--- config.mk ---
export PLATFORM = sky130hd
export DESIGN_NAME = framed_packet_sender_with_ack_flat
export DESIGN_NICKNAME = d
export VERILOG_FILES = /design/src/sv/fps_pkg.sv /design/src/sv/fps_if.sv /design/src/sv/fps_seq.sv /design/src/sv/fps_datapath.sv /design/src/sv/framed_packet_sender_with_ack.sv /design/src/flat_wrapper.sv
export SDC_FILE = /design/constraint.sdc
export NUM_CORES = 1
export LEC_CHECK = 0
export BUFFER_PORTS_ARGS = -buffer_cell sky130_fd_sc_hd__buf_2
export CORE_UTILIZATION = 40
export CTS_BUF_LIST = sky130_fd_sc_hd__clkbuf_8
export CTS_CLUSTER_SIZE = 8
export DETAILED_ROUTE_END_ITERATION = 16
export PLACE_DENSITY_LB_ADDON = 0.3
export SYNTH_ARGS = -nofsm -noshare
export SYNTH_HDL_FRONTEND = slang
export SYNTH_SLANG_ARGS = --single-unit
--- constraint.sdc ---
create_clock -name clk -period 3.2 [get_ports clk]
set_input_delay 0.32 -clock clk [delete_from_list [all_inputs] [get_ports clk]]
set_output_delay 0.32 -clock clk [all_outputs]
set_load 0.05 [all_outputs]
--- src/sv/fps_pkg.sv ---
package fps_pkg;

    localparam int PAYLOAD_BYTES = 32;
    localparam int HEADER_COUNT  = 3;
    localparam int PACKET_BYTES  = 3 + PAYLOAD_BYTES;
    localparam int CNT_W         = $clog2(PACKET_BYTES);
    localparam int IDX_W         = 6;
    localparam int CFG_W         = 24;

    localparam logic [CNT_W-1:0] HDR_LAST_CNT = CNT_W'(HEADER_COUNT - 1);
    localparam logic [CNT_W-1:0] PKT_LAST_CNT = CNT_W'(PACKET_BYTES - 1);
    localparam logic [IDX_W-1:0] PKT_LAST_IDX = IDX_W'(PACKET_BYTES - 1);
    localparam logic [1:0]       REPLY_BYTES  = 2'd3;

    localparam logic [7:0]  HEADER_RST  = 8'h50;
    localparam logic [23:0] ACK_RST     = 24'hAA0500;
    localparam logic [15:0] TIMEOUT_RST = 16'd1500;

    typedef enum logic [1:0] {
        ACT_TICK   = 2'd0,
        ACT_RX     = 2'd1,
        ACT_WRITE  = 2'd2,
        ACT_SUBMIT = 2'd3
    } action_t;

    typedef enum logic [1:0] {
        KIND_TX       = 2'd0,
        KIND_ACK      = 2'd1,
        KIND_MISMATCH = 2'd2,
        KIND_TIMEOUT  = 2'd3
    } kind_t;

    typedef enum logic [1:0] {
        REG_HEADER  = 2'd0,
        REG_ACK     = 2'd1,
        REG_TIMEOUT = 2'd2
    } reg_idx_t;

    typedef enum logic [3:0] {
        OP_NOP,
        OP_ACCEPT,
        OP_SET_PENDING,
        OP_STORE,
        OP_RX_SHIFT,
        OP_EMIT_REPLY,
        OP_CNT_CLEAR,
        OP_EMIT_HDR,
        OP_EMIT_DATA,
        OP_START_WAIT,
        OP_WAIT_INC,
        OP_EMIT_TIMEOUT
    } op_t;

    typedef enum logic [3:0] {
        C_NEVER,
        C_ALWAYS,
        C_NO_ITEM,
        C_ACT_TICK,
        C_ACT_RX,
        C_ACT_WRITE,
        C_NOT_AWAIT,
        C_REPLY_MORE,
        C_AWAIT,
        C_NO_SEND,
        C_HDR_MORE,
        C_PKT_MORE,
        C_WAIT_OVER
    } cond_t;

    typedef enum logic [4:0] {
        ST_FETCH,
        ST_DISP_TICK,
        ST_DISP_RX,
        ST_DISP_WRITE,
        ST_SUBMIT,
        ST_WRITE,
        ST_RX_CHECK,
        ST_RX_SHIFT,
        ST_RX_COUNT,
        ST_RX_REPORT,
        ST_TICK_AWAIT,
        ST_TICK_SEND,
        ST_CNT_CLEAR,
        ST_HDR,
        ST_DATA,
        ST_START_WAIT,
        ST_WAIT_CHECK,
        ST_WAIT_INC,
        ST_TIMEOUT
    } step_t;

    typedef struct packed {
        op_t   op;
        cond_t cond;
        step_t target;
    } fps_ctrl_t;

    typedef struct packed {
        logic    item_valid;
        action_t action;
        logic    awaiting;
        logic    reply_more;
        logic    no_send;
        logic    hdr_more;
        logic    pkt_more;
        logic    wait_over;
        logic    out_busy;
    } fps_status_t;

    function automatic fps_ctrl_t ucode_rom(input step_t step);
        fps_ctrl_t w;
        unique case (step)
            ST_FETCH:      w = '{OP_ACCEPT,       C_NO_ITEM,    ST_FETCH};
            ST_DISP_TICK:  w = '{OP_NOP,          C_ACT_TICK,   ST_TICK_AWAIT};
            ST_DISP_RX:    w = '{OP_NOP,          C_ACT_RX,     ST_RX_CHECK};
            ST_DISP_WRITE: w = '{OP_NOP,          C_ACT_WRITE,  ST_WRITE};
            ST_SUBMIT:     w = '{OP_SET_PENDING,  C_ALWAYS,     ST_FETCH};
            ST_WRITE:      w = '{OP_STORE,        C_ALWAYS,     ST_FETCH};
            ST_RX_CHECK:   w = '{OP_NOP,          C_NOT_AWAIT,  ST_FETCH};
            ST_RX_SHIFT:   w = '{OP_RX_SHIFT,     C_NEVER,      ST_FETCH};
            ST_RX_COUNT:   w = '{OP_NOP,          C_REPLY_MORE, ST_FETCH};
            ST_RX_REPORT:  w = '{OP_EMIT_REPLY,   C_ALWAYS,     ST_FETCH};
            ST_TICK_AWAIT: w = '{OP_NOP,          C_AWAIT,      ST_WAIT_CHECK};
            ST_TICK_SEND:  w = '{OP_NOP,          C_NO_SEND,    ST_FETCH};
            ST_CNT_CLEAR:  w = '{OP_CNT_CLEAR,    C_NEVER,      ST_FETCH};
            ST_HDR:        w = '{OP_EMIT_HDR,     C_HDR_MORE,   ST_HDR};
            ST_DATA:       w = '{OP_EMIT_DATA,    C_PKT_MORE,   ST_DATA};
            ST_START_WAIT: w = '{OP_START_WAIT,   C_ALWAYS,     ST_FETCH};
            ST_WAIT_CHECK: w = '{OP_NOP,          C_WAIT_OVER,  ST_TIMEOUT};
            ST_WAIT_INC:   w = '{OP_WAIT_INC,     C_ALWAYS,     ST_FETCH};
            ST_TIMEOUT:    w = '{OP_EMIT_TIMEOUT, C_ALWAYS,     ST_FETCH};
            default:       w = '{OP_NOP,          C_ALWAYS,     ST_FETCH};
        endcase
        return w;
    endfunction

    function automatic logic is_emit(input op_t op);
        logic r;
        case (op) inside
            OP_EMIT_REPLY, OP_EMIT_HDR, OP_EMIT_DATA, OP_EMIT_TIMEOUT: r = 1'b1;
            default: r = 1'b0;
        endcase
        return r;
    endfunction

endpackage

--- src/sv/fps_if.sv ---
interface fps_in_if;
    logic       valid;
    logic       ready;
    logic [1:0] action;
    logic       busy_req;
    logic [7:0] byte_value;
    logic [5:0] byte_index;

    modport source (output valid, action, busy_req, byte_value, byte_index, input ready);
    modport sink   (input valid, action, busy_req, byte_value, byte_index, output ready);
endinterface

interface fps_out_if;
    logic       valid;
    logic       ready;
    logic [1:0] kind;
    logic [7:0] tx_byte;
    logic       last;

    modport source (output valid, kind, tx_byte, last, input ready);
    modport sink   (input valid, kind, tx_byte, last, output ready);
endinterface

--- src/sv/fps_seq.sv ---
module fps_seq
    import fps_pkg::*;
(
    input  logic        clk,
    input  logic        rst_n,
    input  fps_status_t status,
    output fps_ctrl_t   ctrl
);

    step_t     step_reg;
    step_t     step_next;
    fps_ctrl_t word;
    logic      cond_hit;
    logic      hold;

    assign word = ucode_rom(step_reg);
    assign ctrl = word;
    assign hold = is_emit(word.op) && status.out_busy;

    always_comb
    begin
        unique case (word.cond)
            C_NEVER:      cond_hit = 1'b0;
            C_ALWAYS:     cond_hit = 1'b1;
            C_NO_ITEM:    cond_hit = !status.item_valid;
            C_ACT_TICK:   cond_hit = status.action == ACT_TICK;
            C_ACT_RX:     cond_hit = status.action == ACT_RX;
            C_ACT_WRITE:  cond_hit = status.action == ACT_WRITE;
            C_NOT_AWAIT:  cond_hit = !status.awaiting;
            C_REPLY_MORE: cond_hit = status.reply_more;
            C_AWAIT:      cond_hit = status.awaiting;
            C_NO_SEND:    cond_hit = status.no_send;
            C_HDR_MORE:   cond_hit = status.hdr_more;
            C_PKT_MORE:   cond_hit = status.pkt_more;
            C_WAIT_OVER:  cond_hit = status.wait_over;
            default:      cond_hit = 1'b1;
        endcase
    end

    always_comb
    begin
        if (hold)
        begin
            step_next = step_reg;
        end
        else if (cond_hit)
        begin
            step_next = word.target;
        end
        else
        begin
            step_next = step_t'(step_reg + 1'b1);
        end
    end

    always_ff @(posedge clk or negedge rst_n)
    begin
        if (!rst_n)
        begin
            step_reg <= ST_FETCH;
        end
        else
        begin
            step_reg <= step_next;
        end
    end

endmodule

--- src/sv/fps_datapath.sv ---
module fps_datapath
    import fps_pkg::*;
(
    input  logic              clk,
    input  logic              rst_n,
    fps_in_if.sink            in_ch,
    fps_out_if.source         out_ch,
    input  logic              cfg_we,
    input  logic [1:0]        cfg_addr,
    input  logic [CFG_W-1:0]  cfg_wdata,
    input  fps_ctrl_t         ctrl,
    output fps_status_t       status
);

    logic [7:0]       header_reg;
    logic [23:0]      ack_reg;
    logic [15:0]      timeout_reg;

    logic             pending_reg,  pending_next;
    logic             awaiting_reg, awaiting_next;
    logic [1:0]       count_reg,    count_next;
    logic [23:0]      shift_reg,    shift_next;
    logic [15:0]      wait_reg,     wait_next;
    logic [CNT_W-1:0] cnt_reg,      cnt_next;

    action_t          act_reg;
    logic             busy_reg;
    logic [7:0]       byte_reg;
    logic [IDX_W-1:0] index_reg;

    logic [7:0]       pkt_mem_reg [PACKET_BYTES];
    logic [7:0]       rd_data_reg;

    logic             out_valid_reg, out_valid_next;
    kind_t            out_kind_reg;
    logic [7:0]       out_tx_reg;
    logic             out_last_reg;

    logic             out_busy;
    logic             emit_go;
    kind_t            emit_kind;
    logic [7:0]       emit_tx;
    logic             emit_last;
    logic             in_fire;
    logic             match;

    assign in_ch.ready    = ctrl.op == OP_ACCEPT;
    assign in_fire        = in_ch.valid && in_ch.ready;
    assign out_busy       = out_valid_reg && !out_ch.ready;
    assign emit_go        = is_emit(ctrl.op) && !out_busy;
    assign match          = shift_reg == ack_reg;

    assign out_ch.valid   = out_valid_reg;
    assign out_ch.kind    = out_kind_reg;
    assign out_ch.tx_byte = out_tx_reg;
    assign out_ch.last    = out_last_reg;

    assign status.item_valid = in_ch.valid;
    assign status.action     = act_reg;
    assign status.awaiting   = awaiting_reg;
    assign status.reply_more = count_reg < REPLY_BYTES;
    assign status.no_send    = !pending_reg || busy_reg;
    assign status.hdr_more   = cnt_reg != HDR_LAST_CNT;
    assign status.pkt_more   = cnt_reg != PKT_LAST_CNT;
    assign status.wait_over  = wait_reg > timeout_reg;
    assign status.out_busy   = out_busy;

    always_comb
    begin
        pending_next  = pending_reg;
        awaiting_next = awaiting_reg;
        count_next    = count_reg;
        shift_next    = shift_reg;
        wait_next     = wait_reg;
        cnt_next      = cnt_reg;
        emit_kind     = KIND_TX;
        emit_tx       = '0;
        emit_last     = 1'b0;
        unique case (ctrl.op)
            OP_SET_PENDING:
            begin
                pending_next = 1'b1;
            end
            OP_RX_SHIFT:
            begin
                shift_next = {shift_reg[15:0], byte_reg};
                count_next = count_reg + 2'd1;
                wait_next  = '0;
            end
            OP_EMIT_REPLY:
            begin
                emit_kind = match ? KIND_ACK : KIND_MISMATCH;
                emit_last = 1'b1;
                if (emit_go)
                begin
                    awaiting_next = 1'b0;
                    count_next    = '0;
                    shift_next    = '0;
                    wait_next     = '0;
                    if (match)
                    begin
                        pending_next = 1'b0;
                    end
                end
            end
            OP_CNT_CLEAR:
            begin
                cnt_next = '0;
            end
            OP_EMIT_HDR:
            begin
                emit_tx = header_reg;
                if (emit_go)
                begin
                    cnt_next = (cnt_reg == HDR_LAST_CNT) ? '0 : cnt_reg + 1'b1;
                end
            end
            OP_EMIT_DATA:
            begin
                emit_tx   = rd_data_reg;
                emit_last = cnt_reg == PKT_LAST_CNT;
                if (emit_go)
                begin
                    cnt_next = (cnt_reg == PKT_LAST_CNT) ? '0 : cnt_reg + 1'b1;
                end
            end
            OP_START_WAIT:
            begin
                awaiting_next = 1'b1;
                count_next    = '0;
                shift_next    = '0;
                wait_next     = '0;
            end
            OP_WAIT_INC:
            begin
                if (wait_reg != '1)
                begin
                    wait_next = wait_reg + 16'd1;
                end
            end
            OP_EMIT_TIMEOUT:
            begin
                emit_kind = KIND_TIMEOUT;
                emit_last = 1'b1;
                if (emit_go)
                begin
                    awaiting_next = 1'b0;
                    count_next    = '0;
                    shift_next    = '0;
                    wait_next     = '0;
                end
            end
            default:
            begin
            end
        endcase
    end

    always_comb
    begin
        if (emit_go)
        begin
            out_valid_next = 1'b1;
        end
        else if (out_ch.ready)
        begin
            out_valid_next = 1'b0;
        end
        else
        begin
            out_valid_next = out_valid_reg;
        end
    end

    always_ff @(posedge clk or negedge rst_n)
    begin
        if (!rst_n)
        begin
            header_reg    <= HEADER_RST;
            ack_reg       <= ACK_RST;
            timeout_reg   <= TIMEOUT_RST;
            pending_reg   <= 1'b0;
            awaiting_reg  <= 1'b0;
            count_reg     <= '0;
            shift_reg     <= '0;
            wait_reg      <= '0;
            cnt_reg       <= '0;
            out_valid_reg <= 1'b0;
        end
        else
        begin
            if (cfg_we)
            begin
                unique case (reg_idx_t'(cfg_addr))
                    REG_HEADER:  header_reg  <= cfg_wdata[7:0];
                    REG_ACK:     ack_reg     <= cfg_wdata[23:0];
                    REG_TIMEOUT: timeout_reg <= cfg_wdata[15:0];
                    default:
                    begin
                    end
                endcase
            end
            pending_reg   <= pending_next;
            awaiting_reg  <= awaiting_next;
            count_reg     <= count_next;
            shift_reg     <= shift_next;
            wait_reg      <= wait_next;
            cnt_reg       <= cnt_next;
            out_valid_reg <= out_valid_next;
        end
    end

    always_ff @(posedge clk)
    begin
        if (in_fire)
        begin
            act_reg   <= action_t'(in_ch.action);
            busy_reg  <= in_ch.busy_req;
            byte_reg  <= in_ch.byte_value;
            index_reg <= in_ch.byte_index;
        end
        if (emit_go)
        begin
            out_kind_reg <= emit_kind;
            out_tx_reg   <= emit_tx;
            out_last_reg <= emit_last;
        end
    end

    // packet store: one write port, one registered read port
    always_ff @(posedge clk)
    begin
        if (ctrl.op == OP_STORE && index_reg <= PKT_LAST_IDX)
        begin
            pkt_mem_reg[index_reg[CNT_W-1:0]] <= byte_reg;
        end
        rd_data_reg <= pkt_mem_reg[cnt_next];
    end

endmodule

--- src/sv/framed_packet_sender_with_ack.sv ---
// Channel  Dir  Payload                                   Transaction
// in_ch    in   action busy_req byte_value byte_index     valid & ready
// out_ch   out  kind tx_byte last                         valid & ready
// cfg      in   cfg_addr cfg_wdata                        cfg_we
//
// One item at a time, run by a microcoded step sequencer.
// Sending tick: one byte per cycle from the header loop and the store read loop, while
// the output is not stalled. A stalled output holds the sequencer in its step.
// Reset clears control state and sets config registers to their defaults; the store is not cleared.
module framed_packet_sender_with_ack
    import fps_pkg::*;
(
    input  logic             clk,
    input  logic             rst_n,
    fps_in_if.sink           in_ch,
    fps_out_if.source        out_ch,
    input  logic             cfg_we,
    input  logic [1:0]       cfg_addr,
    input  logic [CFG_W-1:0] cfg_wdata
);

    fps_ctrl_t   ctrl;
    fps_status_t status;

    fps_seq u_seq (
        .clk    (clk),
        .rst_n  (rst_n),
        .status (status),
        .ctrl   (ctrl)
    );

    fps_datapath u_dp (
        .clk       (clk),
        .rst_n     (rst_n),
        .in_ch     (in_ch),
        .out_ch    (out_ch),
        .cfg_we    (cfg_we),
        .cfg_addr  (cfg_addr),
        .cfg_wdata (cfg_wdata),
        .ctrl      (ctrl),
        .status    (status)
    );

endmodule

--- src/flat_wrapper.sv ---
// flat-port wrapper written by rule: the top's interface ports become plain ports
module framed_packet_sender_with_ack_flat import fps_pkg::*;
  (clk, rst_n, cfg_we, cfg_addr, cfg_wdata, in_ch_valid, in_ch_action, in_ch_busy_req, in_ch_byte_value, in_ch_byte_index, in_ch_ready, out_ch_valid, out_ch_kind, out_ch_tx_byte, out_ch_last, out_ch_ready);
  fps_in_if in_ch_i ();
  fps_out_if out_ch_i ();
  input  logic clk;
  input  logic rst_n;
  input  logic cfg_we;
  input  logic [1:0] cfg_addr;
  input  logic [CFG_W-1:0] cfg_wdata;
  input wire logic [$bits(in_ch_i.valid)-1:0] in_ch_valid;
  input wire logic [$bits(in_ch_i.action)-1:0] in_ch_action;
  input wire logic [$bits(in_ch_i.busy_req)-1:0] in_ch_busy_req;
  input wire logic [$bits(in_ch_i.byte_value)-1:0] in_ch_byte_value;
  input wire logic [$bits(in_ch_i.byte_index)-1:0] in_ch_byte_index;
  output wire logic [$bits(in_ch_i.ready)-1:0] in_ch_ready;
  output wire logic [$bits(out_ch_i.valid)-1:0] out_ch_valid;
  output wire logic [$bits(out_ch_i.kind)-1:0] out_ch_kind;
  output wire logic [$bits(out_ch_i.tx_byte)-1:0] out_ch_tx_byte;
  output wire logic [$bits(out_ch_i.last)-1:0] out_ch_last;
  input wire logic [$bits(out_ch_i.ready)-1:0] out_ch_ready;
  assign in_ch_i.valid = in_ch_valid;
  assign in_ch_i.action = in_ch_action;
  assign in_ch_i.busy_req = in_ch_busy_req;
  assign in_ch_i.byte_value = in_ch_byte_value;
  assign in_ch_i.byte_index = in_ch_byte_index;
  assign in_ch_ready = in_ch_i.ready;
  assign out_ch_valid = out_ch_i.valid;
  assign out_ch_kind = out_ch_i.kind;
  assign out_ch_tx_byte = out_ch_i.tx_byte;
  assign out_ch_last = out_ch_i.last;
  assign out_ch_i.ready = out_ch_ready;
  framed_packet_sender_with_ack u_core (.clk(clk), .rst_n(rst_n), .in_ch(in_ch_i), .out_ch(out_ch_i), .cfg_we(cfg_we), .cfg_addr(cfg_addr), .cfg_wdata(cfg_wdata));
endmodule
==> results_dict.tcl, run 1 <==
set metrics [dict create \
    core_area_um2 47000 \
    timing.final.crit_period_ns 3.15 \
    path_delay_family "compound AO/OA/AOI/OAI gates" \
    largest_register_ffs 280 \
    drt_iter0_markers 1227 \
    worstPathCellList "buf_6 -> ha_4 -> nor4b_4 -> buf_4 -> buf_4 -> o2111a_1 -> a211oi_4 -> buf_6 -> buf_12 -> mux2_2 -> o2111ai_1 -> and4_1" \
    synth.area.top_cells "edfxtp_1, dfrtp_1, nand2_1" \
    antenna_found_initial 0 \
    critical_path.max_stage_delay_ns 0.43 \
    die_y_um 221 \
    setup.worst_path.class "register to register" \
    root_buffer "clkbuf_8" \
    synth-seq-cells 420 \
    status "complete, no violations" \
    r2r_start "u_core.u_seq.step_reg[1]$_DFFE_PN0N_" \
    min_period_over_period_pct 98.3 \
    drt_pass1_iterations 6 \
    clock_path_buffers 3 \
    synth_enable_flop_cells 308 \
    antenna_left 0 \
    netlist_area_um2 19200 \
    syn2layout_area_growth_pct 23.5 \
    overflow 0 \
    final_cell_mix "edfxtp_1, nand2_1, buf_4, nor2_1, dfrtp_1" \
    synthArstFlopShare_pct 24.8 \
    yosysTopAreaCell "edfxtp_1" \
    relSlewSlack_pct 27.4 \
    setup_viol 0 \
    rows 79 \
    fillerInstances 4060 \
    insertion_delay_ns 0.66 \
    grt_max_degree 87 \
    cp_slowest_cell "dfrtp_1" \
    leakage_nw 9.06 \
    top_usage_layer "met2" \
    use_met3_pct 4.00 \
    ys_types 100 \
    grt_pass1_vias 14000 \
    crit_fanout 26 \
    nNetsFinal 1901 \
    grtUsageMet1_pct 29.3 \
    cp.required_ns 3.78 \
    worstHoldEndpoint "u_core.u_dp.header_reg[5]$_DFFE_PN0P_" \
    place_hpwl_mm 37.5 \
    numClockSinks 420 \
    cp_num_buf_inv 5 \
    synth_nets 1606 \
    wire_per_inst_um 22.5 \
    drc 0 \
    synth_area_per_cell_um2 12.5 \
    seqCellArea_um2 12000 \
    cts_made_buffers 72 \
    grt_use_total_pct 22.6 \
    num_io_pins 61 \
    finalSetupTns_ns 0 \
    cts_tree "built" \
    startpoint_type "register" \
    synth_seq_area_share_pct 62.7 \
    hold_path.class "input pin to register" \
    hold_viol 0 \
    clk_pin_slew_ns 0.06 \
    die_x_um 221 \
    max_clock_freq_mhz 318 \
    power_mw 19.2 \
    synth_flop_cell "edfxtp_1" \
    ys_warn_count 0 \
    drv_cap 0 \
    peakVddDrop_mv 0.416 \
    final_common_cell "edfxtp_1" \
    drive_gt1_share_pct 27.5 \
    vias_per_cell 5.67 \
    n_antenna_cell 0 \
    fin_cells 2482 \
    rsz0062_at_grt "true" \
    skew_ns 0.0317 \
    worst_pin_slew_ns 1.09 \
    multi_input_area_um2 7060 \
    clock_tree.htree_level_count 3 \
    dieArea_um2 48800 \
    hp-start "cfg_addr[1]" \
    powerDensity_nw_per_um2 810 \
    end_kind "register" \
    start_util_pct 40.9 \
    drv_slew 0 \
    place_congestion 0.950 \
    gr-usage-met2_pct 37.4 \
    yosysTopAreaCellShare_pct 48.2 \
    num_vias 14100 \
    portBuffers 60 \
    place_inst 2303 \
    worstHoldPathCells 4 \
    worstPathArrival_ns 3.73 \
    grt_pass1_wl_mm 83.8 \
    syn-instance-count 1532 \
    reg2reg_depth 12 \
    r2r_slack_ns 0.05 \
    drt-total-wl_mm 55.8 \
    regToRegEndpoint "u_core.u_dp.rd_data_reg[1]$_DFF_P_" \
]
## tightest hold or removal path: cells and delay by family
family	cells	cell delay, ns
muxes	1	0.22
and+or+nand+nor	1	0.04
buffers and inverters	2	0.26
## logic make-up (layout without fill, tap and decap cells)
| kind of cell | count (synthesis) | in the layout | share of synthesized area (%) |
|---|---|---|---|
| compound gates | 338 | 338 | 13.1 |
| xor+xnor | 41 | 41 | 1.87 |
| fa+ha+maj | 26 | 26 | 1.70 |
| buf+inv | 115 | 458 | 2.75 |
| flops | 420 | 420 | 62.7 |
| mux | 80 | 80 | 4.58 |
| simple gates | 512 | 512 | 13.3 |
## metrics by stage
| stage | worst slack (ns) | cell area, µm² | utilization [%] | hold WS, ns |
|---|---|---|---|---|
| after floorplan | 0.0192 | 19200 | - | 0.0244 |
| after global placement | -0.215 | 21400 | 45.6 | 0.465 |
| after detailed placement | -0.202 | 21400 | 45.6 | 0.474 |
| after CTS | -0.0410 | 23200 | 49.4 | 0.210 |
| after global routing | -0.107 | 23700 | 50.5 | 0.246 |
| final | 0.0548 | 23700 | 50.5 | 0.242 |
## layout make-up
type | instances | area share (%)
multi-input cells | 997 | 29.8
repair buffers | 299 | 10.3
well taps | 607 | 3.20
clock buffers | 77 | 4.47
flip-flops and latches | 420 | 50.8
inverters | 37 | 0.586
clock inverters | 45 | 0.818
## power breakdown
group	leakage [nW]	switching, mW	internal, mW
Combinational	4.19	4.54	3.08
Sequential	4.13	0.564	6.65
Clock	0.739	2.15	2.21
Total	9.06	7.25	11.9
## what timing repair did
action / CTS / global route
setup endpoints to repair: 9 / 91
endpoints found under the hold margin: 132 / 0
hold buffers: 42 / 0
buffers inserted: 2 / 12
gates resized for setup: 32 / 73
gates cloned: 0 / 2
pin swaps: 3 / 21
## worst max-delay path by stage
stage	start	endpoint	slack, ns	cells after the start
3_3_place_gp	u_core.u_seq.step_reg[0]$_DFFE_PN0P_	u_core.u_dp.rd_data_reg[7]$_DFF_P_	-0.22	13
4_1_cts	u_core.u_seq.step_reg[1]$_DFFE_PN0N_	u_core.u_dp.rd_data_reg[7]$_DFF_P_	-0.04	17
6_report	u_core.u_seq.step_reg[1]$_DFFE_PN0N_	u_core.u_dp.rd_data_reg[1]$_DFF_P_	0.05	12
3_5_place_dp	u_core.u_seq.step_reg[0]$_DFFE_PN0P_	u_core.u_dp.rd_data_reg[7]$_DFF_P_	-0.20	13
5_1_grt	u_core.u_seq.step_reg[1]$_DFFE_PN0N_	u_core.u_dp.rd_data_reg[1]$_DFF_P_	-0.11	14
2_1_floorplan	u_core.u_seq.step_reg[1]$_DFFE_PN0N_	u_core.u_dp.pkt_mem_reg[10][0]$_DFFE_PP_	0.02	10
## synthesized netlist by cell type, drive strengths merged (5+ instances only)
| cell type | count |
|---|---|
| nor2 | 93 |
| a22oi | 19 |
| a31oi | 16 |
| mux2 | 52 |
| inv | 36 |
| o211ai | 11 |
| dfxtp | 8 |
| nand3 | 64 |
| nand3b | 12 |
| nand2 | 196 |
| o22ai | 8 |
| edfxtp | 308 |
| o21ai | 33 |
| o2bb2ai | 6 |
| and3 | 5 |
| or2 | 5 |
| a32oi | 15 |
| a22o | 39 |
| a21o | 9 |
| a2bb2oi | 8 |
| ha | 26 |
| and2 | 15 |
| buf | 40 |
| nor4 | 9 |
| nand2b | 29 |
| a211oi | 21 |
| a21boi | 9 |
| nand4 | 20 |
| o32ai | 8 |
| dfrtp | 89 |
| xor2 | 20 |
| dfstp | 15 |
| clkbuf | 38 |
| o41ai | 5 |
| a2111oi | 6 |
| mux2i | 27 |
| nand4b | 6 |
| xnor2 | 21 |
| or3 | 5 |
| a21oi | 81 |
| nor3 | 31 |
| o2111ai | 5 |
## layer usage
| layer | part of all wire [%] | up-vias |
|---|---|---|
| met5 | 0 | - |
| met2 | 48 | 544 |
| met3 | 6.2 | 137 |
| li1 | - | 6395 |
| met4 | 3.7 | 0 |
| met1 | 42 | 6999 |
Note: power is estimated with default switching activity, not from simulation.
==> run 2, diff against run 1 <==
Settings changed: MAX_ROUTING_LAYER from default to met4.
==> results_dict.tcl, run 2 (same netlist as run 1, synthesis figures left out) <==
set metrics [dict create \
    status "complete, no violations" \
    timing.final.crit_period_ns 3.11 \
    cts_tree "built" \
    min_period_over_period_pct 97.3 \
    max_clock_freq_mhz 321 \
    final_common_cell "edfxtp_1" \
    rsz0062_at_grt "true" \
    syn2layout_area_growth_pct 25.9 \
    final_cell_mix "edfxtp_1, nand2_1, buf_4, nor2_1, dfrtp_1" \
    place_congestion 0.935 \
    drt_pass1_iterations 5 \
    leakage_nw 9.28 \
    core_area_um2 47000 \
    skew_ns 0.0333 \
    drc 0 \
    grt_pass1_vias 14000 \
    antenna_left 0 \
    cp.required_ns 3.72 \
    crit_fanout 9 \
    vias_per_cell 5.61 \
    drt-total-wl_mm 56.5 \
    met2_length_mm 27.2 \
    largest_register_ffs 280 \
    relSlewSlack_pct 23.1 \
    grt_max_degree 91 \
    grt_use_total_pct 23.4 \
    nNetsFinal 1923 \
    post-place-ws_ns -0.140 \
    wl_met1_mm 24.1 \
    numClockSinks 420 \
    die_x_um 221 \
    postLayoutSetupSlackWorst_ns 0.0876 \
    place_hpwl_mm 38.1 \
    worstPathArrival_ns 3.64 \
    overflow 0 \
    die_y_um 221 \
    cts_made_buffers 72 \
    worst_pin_slew_ns 1.15 \
    num_vias 14100 \
    root_buffer "clkbuf_8" \
    routed.top_layer "met4" \
    clock_path_buffers 3 \
    startpoint_type "register" \
    wire_per_inst_um 22.5 \
    grt_pass1_wl_mm 83.9 \
    fillerInstances 3993 \
    peakVddDrop_mv 0.385 \
    powerDensity_nw_per_um2 819 \
    hold_viol 0 \
    setup.worst_path.class "register to register" \
    wl_met3_mm 3.43 \
    drv_slew 0 \
    drive_gt1_share_pct 29.3 \
    clock_tree.htree_level_count 3 \
    fin_hold_ws_ns 0.259 \
    num_io_pins 61 \
    finalSetupTns_ns 0 \
    clk_pin_slew_ns 0.06 \
    reg2reg_depth 14 \
    drt_iter0_markers 1413 \
    antenna_found_initial 1 \
    drv_cap 0 \
    insertion_delay_ns 0.65 \
    hold_path.class "input pin to register" \
    rows 79 \
    dieArea_um2 48800 \
    end_kind "register" \
    portBuffers 60 \
    setup_viol 0 \
    worstHoldPathCells 4 \
    start_util_pct 40.9 \
]
run 2: layout make-up:
class | count | area, µm² | area share [%]
diodes | 1 | 2.50 | 0.0104
clock buffers | 84 | 1160 | 4.79
clock inverters | 44 | 231 | 0.959
inverters | 37 | 144 | 0.596
multi-input cells | 997 | 7140 | 29.6
flip-flops and latches | 420 | 12000 | 49.8
well taps | 607 | 759 | 3.15
repair buffers | 321 | 2670 | 11.1
run 2: critical path, cell delays in order (launching register included):
cell       delay, ns
dfrtp_2         0.47
ha_4            0.20
ha_4            0.16
or2_4           0.24
buf_4           0.15
nand2_2         0.11
buf_4           0.13
a21oi_2         0.05
o2111ai_1       0.22
o211ai_2        0.16
buf_4           0.21
o21ai_0         0.47
a211oi_2        0.10
a22oi_2         0.27
a32oi_1         0.08
run 2: worst paths after layout:
| kind | startpoint | end | slack [ns] |
|---|---|---|---|
| setup / recovery | u_core.u_seq.step_reg[0]$_DFFE_PN0P_ | u_core.u_dp.rd_data_reg[0]$_DFF_P_ | 0.09 |
| hold / removal | cfg_addr[1] | u_core.u_dp.header_reg[3]$_DFFE_PN0P_ | 0.26 |
| setup reg to reg | u_core.u_seq.step_reg[0]$_DFFE_PN0P_ | u_core.u_dp.rd_data_reg[0]$_DFF_P_ | 0.09 |
| hold reg to reg | u_core.u_dp.count_reg[0]$_DFFE_PN0P_ | u_core.u_dp.count_reg[0]$_DFFE_PN0P_ | 0.48 |
| max in group asynchronous | rst_n | u_core.u_seq.step_reg[0]$_DFFE_PN0P_ | 1.91 |
| min in group asynchronous | rst_n | u_core.u_dp.timeout_reg[12]$_DFFE_PN0P_ | 0.44 |
run 2: through the flow:
step / instance area (µm²) / util (%) / power [mW] / cells
after floorplan: 19200 / - / 11.3 / 1532
after global placement: 21500 / 45.7 / 14.2 / 2314
after detailed placement: 21500 / 45.7 / 14.2 / 2314
after CTS: 23400 / 49.9 / 19.1 / 2490
after global routing: 24100 / 51.4 / 20.7 / 2511
final: 24100 / 51.4 / 19.8 / 2511
run 2: routing by layer:
metal	up-vias	global-route usage [%]
li1	6442	-
met1	7000	30.0
met2	534	37.1
met3	107	3.72
met4	0	9.25
met5	-	-
run 2: power breakdown:
part,total (mW),leakage (nW),switching (mW),internal [mW]
sequential,7.24,4.13,0.586,6.65
clock,4.65,0.803,2.17,2.48
combinational,7.87,4.35,4.64,3.23
total,19.8,9.28,7.40,12.4
run 2: what timing repair did:
action | 4_1_cts | 5_1_grt
cloned | 1 | 5
hold buffers | 42 | 0
setup endpoints to repair | 9 | 19
hold endpoints to repair | 133 | 0
pin swaps | 8 | 22
setup buffers | 5 | 15
gates resized for setup | 20 | 94
